## src/hdl/rdp_pkg.sv

```systemverilog
package rdp_pkg;

    localparam int TABLE_ENTRIES  = 64;
    localparam int THREAD_ID_BITS = 22;
    localparam int TIME_BITS      = 64;
    localparam int STATE_BITS     = 8;
    localparam int DELAY_BITS     = 31;
    localparam int IDX_W          = (TABLE_ENTRIES > 1) ? $clog2(TABLE_ENTRIES) : 1;
    localparam int CNT_W          = $clog2(TABLE_ENTRIES + 1);

    localparam logic [DELAY_BITS-1:0] DELAY_MAX = {DELAY_BITS{1'b1}};

    localparam logic OP_WAKEUP = 1'b0;
    localparam logic OP_SWITCH = 1'b1;

    typedef logic [THREAD_ID_BITS-1:0] tid_t;
    typedef logic [TIME_BITS-1:0]      stamp_t;
    typedef logic [IDX_W-1:0]          idx_t;

    typedef struct packed {
        logic                  opcode;
        stamp_t                event_time;
        tid_t                  thread_id;
        tid_t                  outgoing_thread;
        logic [STATE_BITS-1:0] outgoing_state;
    } rdp_in_t;

    typedef struct packed {
        stamp_t                switch_time;
        tid_t                  incoming_thread;
        tid_t                  outgoing_id;
        logic [DELAY_BITS-1:0] wait_time;
    } rdp_out_t;

    typedef struct packed {
        logic rd_en;
        logic start;
        idx_t addr;
        tid_t key;
    } rdp_scan_t;

    typedef struct packed {
        logic   wr_en;
        logic   clr_en;
        idx_t   addr;
        tid_t   key;
        stamp_t stamp;
    } rdp_wr_t;

    typedef struct packed {
        logic   hit;
        idx_t   hit_idx;
        stamp_t hit_stamp;
        logic   free;
        idx_t   free_idx;
    } rdp_stat_t;

    typedef enum logic [1:0] {
        ALU_IDLE,
        ALU_CLR,
        ALU_SUB,
        ALU_ADD
    } rdp_alu_op_t;

endpackage

```

## src/hdl/rdp_alu.sv

```systemverilog
module rdp_alu (
    input  logic                 aclk,
    input  logic                 aresetn,
    input  rdp_pkg::rdp_alu_op_t op,
    input  rdp_pkg::stamp_t      a,
    input  rdp_pkg::stamp_t      b,
    output rdp_pkg::stamp_t      acc
);
    import rdp_pkg::*;

    stamp_t acc_reg;
    stamp_t acc_next;
    stamp_t tmp_reg;
    stamp_t tmp_next;
    stamp_t x;
    stamp_t y;
    logic   cin;
    stamp_t sum;

    always_comb begin
        x   = acc_reg;
        y   = tmp_reg;
        cin = 1'b0;
        if (op == ALU_SUB) begin
            x   = a;
            y   = ~b;
            cin = 1'b1;
        end
        sum = x + y + stamp_t'(cin);
    end

    always_comb begin
        acc_next = acc_reg;
        tmp_next = tmp_reg;
        unique case (op)
            ALU_CLR: acc_next = '0;
            ALU_SUB: tmp_next = sum;
            ALU_ADD: acc_next = sum;
            default: ;
        endcase
    end

    always_ff @(posedge aclk) begin
        if (!aresetn) begin
            acc_reg <= '0;
        end else begin
            acc_reg <= acc_next;
        end
        tmp_reg <= tmp_next;
    end

    assign acc = acc_reg;

endmodule

```

## config.mk

```make
export PLATFORM = sky130hd
export DESIGN_NAME = rdp_alu
export DESIGN_NICKNAME = d
export VERILOG_FILES = /design/src/hdl/rdp_pkg.sv /design/src/hdl/rdp_alu.sv
export SDC_FILE = /design/constraint.sdc
export NUM_CORES = 1
export LEC_CHECK = 0
export BUFFER_PORTS_ARGS = -buffer_cell sky130_fd_sc_hd__buf_4
export CAP_MARGIN = 5
export CORE_ASPECT_RATIO = 0.5
export CORE_MARGIN = 5
export CORE_UTILIZATION = 45
export CTS_CLUSTER_DIAMETER = 120
export CTS_CLUSTER_SIZE = 24
export DETAILED_ROUTE_END_ITERATION = 7
export GPL_TIMING_DRIVEN = 0
export MAX_ROUTING_LAYER = met4
export PLACE_DENSITY = 0.67
export SLEW_MARGIN = 5
export SYNTH_ARGS = -nofsm -noshare
export SYNTH_HDL_FRONTEND = slang
export SYNTH_SLANG_ARGS = --single-unit
```

## constraint.sdc

```tcl
create_clock -name aclk -period 6.3 [get_ports aclk]
set_input_delay 0.315 -clock aclk [delete_from_list [all_inputs] [get_ports aclk]]
set_output_delay 0.315 -clock aclk [all_outputs]
set_load 0.02 [all_outputs]
```

Word-level counts from Yosys, hierarchy flattened
Index checks and enable logic that the tools add are counted.
{"block": "op_classes", "n_addsub": 2, "eq_ne": 3, "n_mux": 4, "bitwise": 1, "reduce_logical": 1}
{"cell": "$mux W64", "count": 2}
{"cell": "$pmux W64 S2", "count": 1}
{"cell": "$add A64 B1 Y64", "count": 1}
{"cell": "$add A64 B64 Y64", "count": 1}
{"cell": "$not A64 Y64", "count": 1}
{"cell": "$eq A2 B2 Y1 const B", "count": 2}
{"cell": "$eq A2 B1 Y1 const B", "count": 1}
{"cell": "$reduce_bool A2 Y1", "count": 1}
{"cell": "$mux W1", "count": 1}
{"block": "word_totals", "ff_bits": 128, "output_inout_bits": 64, "elab_cells": 13}

Longest topological paths before layout
Gate-level depths: netlist of the first run.
{"block": "logic_depth", "depth_word": 5, "depth_mapped": 22, "mapped_depth_nobuf": 20}

Worst setup path before layout of the first run
OpenSTA, ideal clock, no wires.
{"block": "synth_path", "kind": "input to register", "startpoint": "in op[0]", "endpoint": "reg tmp_reg[58], data pin", "setup_time_ns": 0.255, "arrival_ns": 5.025, "t_required_ns": 6.045, "slack_ns": 1.021, "path_stages": 19, "cell_sequence": "clkinv_1 nand2_1 inv_1 clkbuf_1 clkbuf_1 nand2_1 nand2_1 ha_1 a21o_1 a21o_1 a21oi_1 o221ai_1 a21oi_1 o21bai_1 a211oi_2 a211oi_2 o21bai_1 nand3_1 and2_1"}
{"block": "synth_via", "elab_chain_len": 4, "elab_cells_between_ends": 6, "classes_between": "add/sub: 2; eq/ne: 1; mux: 3"}
{"element": "from (decl)", "line": "rdp_alu.sv:4", "text": "input rdp_pkg::rdp_alu_op_t op,"}
{"element": "$eq A2 B2 Y1 *", "line": "rdp_alu.sv:24", "text": "if (op == ALU_SUB) begin"}
{"element": "$mux W64", "line": "rdp_alu.sv:24"}
{"element": "$add A64 B64 Y64", "line": "rdp_alu.sv:29", "text": "sum = x + y + stamp_t'(cin);"}
{"element": "$add A64 B1 Y64 *", "line": "rdp_alu.sv:29"}
{"element": "net sum[58]", "line": "rdp_alu.sv:18", "text": "stamp_t sum;"}
{"element": "to (signal assigned)", "line": "rdp_alu.sv:49", "text": "tmp_reg <= tmp_next;"}
{"element": "to (decl)", "line": "rdp_alu.sv:13", "text": "stamp_t tmp_reg;"}
Mark *: on every way through the listed nets, which the timed path passes. The rest lies on a longest branch.
A chain may end at the register's enable or synchronous reset.

Worst setup path in the final report of the first run
{"block": "layout_path", "startpoint": "in op[0]", "endpoint": "reg acc_reg[47], in the netlist acc[47]"}
{"block": "layout_via", "elab_chain_len": 5, "elab_cells_between_ends": 10, "classes_between": "add/sub: 2; eq/ne: 3; mux: 4; reduce/logical: 1"}
{"element": "$eq A2 B2 Y1 *", "line": "rdp_alu.sv:24"}
{"element": "$mux W64", "line": "rdp_alu.sv:24"}
{"element": "$add A64 B64 Y64", "line": "rdp_alu.sv:29"}
{"element": "$add A64 B1 Y64 *", "line": "rdp_alu.sv:29"}
{"element": "net sum[47]", "line": "rdp_alu.sv:18"}
{"element": "$pmux W64 S2 *", "line": "rdp_alu.sv:35", "text": "unique case (op)"}
{"element": "to (signal assigned)", "line": "rdp_alu.sv:47", "text": "acc_reg <= acc_next;"}
{"element": "to (decl)", "line": "rdp_alu.sv:11", "text": "stamp_t acc_reg;"}
Marked as above.

==> results.txt, run 1 <==
Status - completed
CP required - 6.62 ns
Worst-skew pair later-pin latency - 0.44 ns
Die X - 214 um
Final setup violating endpoints - 0
CP startpoint kind - input port
Fmax - 0.194 GHz
Synthesized flop and latch total - 128
Max-cap violations - 0
RSZ-0062 raised after global routing - false
Synth-to-Final Area Change - 26.6%
Largest net degree at the start of global routing - 52
Clk_skew - 0.00864 ns
Remaining DRCs - 0
Min Hold Slack - 0.180 ns
Die span in y - 112 um
Vias - 9397
Number of nets with antenna violations after routing - 0
Port buffer count - 195
Critical-path cell list - buf_4, clkinv_1, nand2_1, inv_1, clkbuf_1, clkbuf_4, buf_16, nand2_1, nand2_1, ha_1, nand4_1, nor3_1, nand3_1, o41ai_2, nor2b_1, or2_1, o21ai_1, a31oi_1, xnor2_1, a22o_1
Largest delay share family, worst path - simple AND/OR/NAND/NOR gates
Avg Vias per Cell - 5.64
Tmin final - 5.14 ns
Tightest Hold Check Type - input port to register
Fin worst setup slack - 1.16 ns
Crit path buffers/inverters - 6
Final-report hold violation count - 0
Layout cells sized above 1 - 18.9%
Slew Viols, Final - 0
Flop pwr share - 30.3%
DP HPWL - 23900 um
Primary FF master, synth - edfxtp_1
Synthesis Warnings - 0
DR pass1 iterations - 7
Clock-pin slew on the worst setup and hold paths - 0.06 ns
Full die area - 0.0239 mm2
Synth Cell Area - 0.00933 mm2
GRT Util Overall - 26.6%
Fin crit share - 81.6%
Synthesized Nets - 1360
Syn_area_per_cell - 8.01 um2
Slowest stage delay, CP - 0.59 ns
Sequential fraction of the synthesis area - 34.3%
Starting DRC count in detailed routing - 783
Leakage - 5.45 nW
H-tree levels - 4
# diodes - 0
First-pass GRT wire length - 49300 um
EDFF count, synth - 64
TritonCTS clock tree - yes
Crit path max fanout - 51
Pwr per Cell Area - 306 mW/mm2
Worst IR Drop VDD - 0.196 mV
Num CTS Buffers - 17
Clock share of power - 30.6%
Drt wl/cell - 18.7 um
Initial Util - 45.6%
Cell internal pwr - 2.30 mW
Max stage delay cell, worst path - nor3_1
Site Rows - 37
Sw Ratio - 36.4%
Switching power total - 1.32 mW
Slew @ Worst Pin - 0.779 ns
Pre-CTS worst setup slack - 0.805 ns
Layout Nets - 1575
Root Buffer - clkbuf_16
Sink Count - 128
Part of the power in combinational logic - 39.1%
Post-route insts no fill - 1665
Slew margin rel. - 48.1%
Final setup TNS - 0 ns
Total gr overflow - 0
# placed instances - 1633
Vias in the first global route - 9197
Clock Tree Buf Depth - 2
Core Footprint - 0.0205 mm2
Gp weighted congestion - 0.943
WS Path Type - input port to register
Critical Path AT - 5.47 ns
Async set-reset flop share out of synthesis - 0%
Post-Syn Instances - 1164
CTS Hold Bufs - 0
Synth unique cells - 68
Antenna violations before repair - 0
Cell mode on critical path - nand2_1
Setup bufs post-CTS - 0
Final WL - 31200 um
Critical Path Sink Type - register
Cells resized by post-CTS repair - 0
Total power - 3.62 mW
Top Ports - 196
synth_stat cells (2+ instances only):
library cell | number | share of area, %
nor4_1 | 4 | 0.27
dfxtp_1 | 64 | 14
a21oi_1 | 136 | 7.3
xnor2_1 | 39 | 3.7
inv_1 | 17 | 0.68
nor2_1 | 103 | 4.1
nor3_1 | 8 | 0.43
a22oi_1 | 19 | 1.5
nand2_1 | 247 | 9.9
a211oi_1 | 2 | 0.16
a21oi_2 | 2 | 0.19
a21o_1 | 52 | 4.2
clkbuf_1 | 60 | 2.4
edfxtp_1 | 64 | 21
o221ai_1 | 2 | 0.19
a31oi_1 | 12 | 0.81
o21a_1 | 3 | 0.24
o21ai_1 | 11 | 0.59
nand2b_1 | 5 | 0.34
o31ai_1 | 3 | 0.24
buf_2 | 12 | 0.64
nand3_1 | 17 | 0.91
o21bai_1 | 14 | 1.1
a21boi_0 | 2 | 0.16
a221oi_1 | 2 | 0.19
a22o_1 | 42 | 3.9
a211oi_2 | 2 | 0.27
a221oi_2 | 2 | 0.32
o21ai_0 | 25 | 1.3
and4_1 | 2 | 0.19
nand4_1 | 22 | 1.5
a21boi_1 | 2 | 0.16
and2_1 | 12 | 0.81
xor2_1 | 23 | 2.2
nand4b_1 | 2 | 0.19
o41ai_2 | 2 | 0.35
nor2b_1 | 22 | 1.5
o21ai_2 | 3 | 0.28
ha_1 | 63 | 8.5
nand3b_1 | 3 | 0.24
and3_1 | 6 | 0.40
buf_1 | 5 | 0.20
placed cells by master, fill, tap and decap left out, types with 3 or more instances in the layout:
| cell type | instances |
|---|---|
| nand3_1 | 17 |
| nor2b_1 | 22 |
| buf_2 | 12 |
| dfxtp_1 | 64 |
| edfxtp_1 | 64 |
| buf_1 | 5 |
| bufinv_16 | 5 |
| xnor2_1 | 39 |
| nor3_1 | 8 |
| a21oi_1 | 136 |
| ha_1 | 63 |
| o21a_1 | 3 |
| o31ai_1 | 3 |
| a22o_1 | 42 |
| and2_1 | 12 |
| clkinv_2 | 5 |
| and3_1 | 6 |
| nor4_1 | 4 |
| clkbuf_1 | 59 |
| o21ai_1 | 11 |
| o21bai_1 | 14 |
| a31oi_1 | 12 |
| inv_1 | 17 |
| nand3b_1 | 3 |
| nand4_1 | 22 |
| nand2_1 | 247 |
| a22oi_1 | 19 |
| xor2_1 | 23 |
| o21ai_0 | 25 |
| a21o_1 | 52 |
| buf_4 | 195 |
| nand2b_1 | 5 |
| nor2_1 | 103 |
| clkbuf_16 | 17 |
| o21ai_2 | 3 |
routing by layer:
layer	routed length, um	GRT usage [%]	up-vias
li1	-	-	4584
met1	14400	36.5	4510
met2	14500	41.4	267
met3	1820	3.83	36
met4	489	6.86	0
met5	0	-	-
logic make-up after synthesis:
kind of cell	after synthesis	synth area share (%)
xor+xnor	62	5.82
flops	128	34.3
buf+inv	95	3.99
fa+ha+maj	64	8.67
mux	1	0.107
compound gates	354	25.6
simple gates	460	21.5
worst register-to-register path, cell delays in order, from the launching register on:
cell and delay (ns):
edfxtp_1 0.36, nand2_1 0.06, o21ai_0 0.09, ha_1 0.36, nand3b_1 0.13, nand2b_1 0.11
fa_1 0.21, a21o_1 0.17, nand4_1 0.20, a31oi_4 0.25, nand4_2 0.14, a31o_1 0.27
a2111oi_2 0.54, a211oi_2 0.16, a211oi_2 0.30, o21bai_1 0.15, a21o_1 0.22, and2_1 0.13
power by group through the flow:
stage / clock network [mW] / registers (mW) / logic (mW)
floorplan: 0 / 1.15 / 0.937
global placement: 0 / 1.11 / 1.38
detailed placement: 0 / 1.11 / 1.39
CTS: 1.11 / 1.09 / 1.40
global route: 1.15 / 1.11 / 1.57
finish: 1.10 / 1.10 / 1.41
final timing paths:
check              from          end  slack [ns]  depth (start not counted)
max               op[0]      acc[47]        1.16                         20
min               op[0]       acc[0]        0.18                          3
max reg2reg  tmp_reg[0]  tmp_reg[58]        2.18                         17
min reg2reg      acc[0]       acc[0]        0.50                          2
through the flow:
| step | utilization [%] | area, um2 |
|---|---|---|
| global route | 57.7 | 11800 |
| global placement | 54.4 | 11100 |
| floorplan | - | 9330 |
| CTS | 57.7 | 11800 |
| finish | 57.7 | 11800 |
| detailed placement | 54.5 | 11200 |
layout make-up:
type                    count  area (um2)
fillers                  1951        8660
multi-input cells         941        5750
flip-flops and latches    128        3200
repair buffers            196        1490
clock buffers              17         425
well taps                 273         342
plain buffers              77         308
clock inverters            15         215
inverters                  18        67.6
No activity file was read; power rests on OpenSTA's default activity.
==> run 2, diff against run 1 <==
==> constraint.sdc (replaced) <==
create_clock -name aclk -period 5.2 [get_ports aclk]
set_input_delay 0.26 -clock aclk [delete_from_list [all_inputs] [get_ports aclk]]
set_output_delay 0.26 -clock aclk [all_outputs]
set_load 0.02 [all_outputs]
==> results.txt, run 2 (synthesized netlist as in run 1, its figures left out) <==
Full die area - 0.0239 mm2
Slew margin rel. - 46.7%
RSZ-0062 raised after global routing - false
Commonest non-fill, non-tap cell in the layout - nand2_1
Slew @ Worst Pin - 0.800 ns
H-tree levels - 4
CP startpoint kind - input port
First-pass GRT wire length - 49300 um
Sink Count - 128
Total power - 4.43 mW
Final-report hold violation count - 0
Total gr overflow - 0
Clock Tree Buf Depth - 2
Final setup violating endpoints - 0
Max-cap violations - 0
Fin crit share - 93.4%
Layout cells sized above 1 - 19.3%
Critical Path Sink Type - register
Number of nets with antenna violations after routing - 0
Crit path max fanout - 10
Root Buffer - clkbuf_16
Clock share of power - 31.3%
WS Path Type - input port to register
Most frequent cells in the layout - 247 x nand2_1, 196 x buf_4, 136 x a21oi_1, 103 x nor2_1
Clock-pin slew on the worst setup and hold paths - 0.06 ns
Setup bufs post-CTS - 0
Worst-skew pair later-pin latency - 0.44 ns
Tmin final - 4.86 ns
Fillers - 1922
Status - completed
Clk_skew - 0.00908 ns
Antenna violations before repair - 0
Fin worst setup slack - 0.344 ns
Top Ports - 196
Die X - 214 um
Vias - 9418
Flop pwr share - 29.9%
Layout Nets - 1575
Initial Util - 45.6%
Sw Ratio - 36.2%
DR pass1 iterations - 5
CTS Hold Bufs - 0
Final WL - 31200 um
CP required - 5.39 ns
Drt wl/cell - 18.7 um
Vias in the first global route - 9235
Pre-CTS worst setup slack - -0.256 ns
Min Hold Slack - 0.141 ns
Part of the power in combinational logic - 38.8%
Cell internal pwr - 2.83 mW
Avg Vias per Cell - 5.65
Design area - 0.0118 mm2
DP HPWL - 24000 um
DP Area - 0.0112 mm2
Switching power total - 1.60 mW
Die span in y - 112 um
Leakage - 5.48 nW
Tightest Hold Check Type - input port to register
Core Footprint - 0.0205 mm2
Pwr per Cell Area - 374 mW/mm2
GRT Util Overall - 26.6%
Port buffer count - 195
Starting DRC count in detailed routing - 788
Synth-to-Final Area Change - 27.0%
Worst IR Drop VDD - 0.242 mV
Fmax - 0.206 GHz
Slew Viols, Final - 0
Remaining DRCs - 0
Critical Path AT - 5.05 ns
Num CTS Buffers - 17
Site Rows - 37
Gp weighted congestion - 0.950
TritonCTS clock tree - yes
Largest net degree at the start of global routing - 47
## run 2: stage by stage
| step | TNS [ns] | cells | util [%] |
|---|---|---|---|
| floorplan | 0 | 1164 | - |
| finish | 0 | 1666 | 57.9 |
| global route | 0 | 1665 | 57.9 |
| detailed placement | -2.61 | 1633 | 54.5 |
| CTS | 0 | 1665 | 57.8 |
| global placement | -29.16 | 1632 | 54.4 |
## run 2: final timing paths
path / start / to / slack [ns] / cells after the start
worst min-delay path: op[0] / acc[0] / 0.14 / 3
worst min register to register: acc[49] / acc[49] / 0.50 / 1
worst max-delay path: op[0] / tmp_reg[58] / 0.34 / 22
worst max register to register: tmp_reg[0] / tmp_reg[58] / 1.13 / 17
## run 2: layout make-up
cell class | instances | area [um2] | share of cell area (%)
multi-input cells | 941 | 5760 | 48.6
flip-flops and latches | 128 | 3200 | 27.0
repair buffers | 196 | 1490 | 12.6
clock buffers | 19 | 464 | 3.92
well taps | 273 | 342 | 2.88
plain buffers | 77 | 314 | 2.65
clock inverters | 13 | 208 | 1.75
inverters | 18 | 67.6 | 0.570
diodes | 1 | 2.50 | 0.0211
## run 2: routing by layer
layer  track usage (%)  vias up  share of wire, %
met3              4.03       35               5.4
met2              42.4      292                47
li1                  -     4596                 -
met1              35.7     4495                47
met4              6.27        0               1.5
met5                 -        -                 0
## run 2: critical path, stage by stage
cell       delay [ns]
buf_4            0.12
clkinv_1         0.24
nand2_1          0.20
clkbuf_1         0.54
clkbuf_2         0.42
nand2_1          0.09
nand2_1          0.08
ha_1             0.18
nand3b_1         0.13
nand2b_1         0.11
fa_1             0.21
a21o_1           0.17
nand4_1          0.20
a31oi_4          0.26
nand4_2          0.14
a31o_1           0.27
a2111oi_2        0.52
a211oi_2         0.15
a211oi_2         0.28
o21bai_1         0.13
a21o_1           0.21
and2_1           0.14
## run 2: power groups by stage
stage / Sequential (mW) / Combinational [mW] / Clock (mW)
after floorplan: 1.40 / 1.13 / 0
after global placement: 1.34 / 1.67 / 0
after detailed placement: 1.35 / 1.69 / 0
after CTS: 1.33 / 1.70 / 1.40
after global routing: 1.34 / 1.89 / 1.45
final: 1.33 / 1.72 / 1.39
## run 2: repair_timing
| action | 4_1_cts | 5_1_grt |
|---|---|---|
| endpoints found under the setup margin | 0 | 21 |
| resized for setup | 0 | 10 |
| hold endpoints to repair | 0 | 0 |
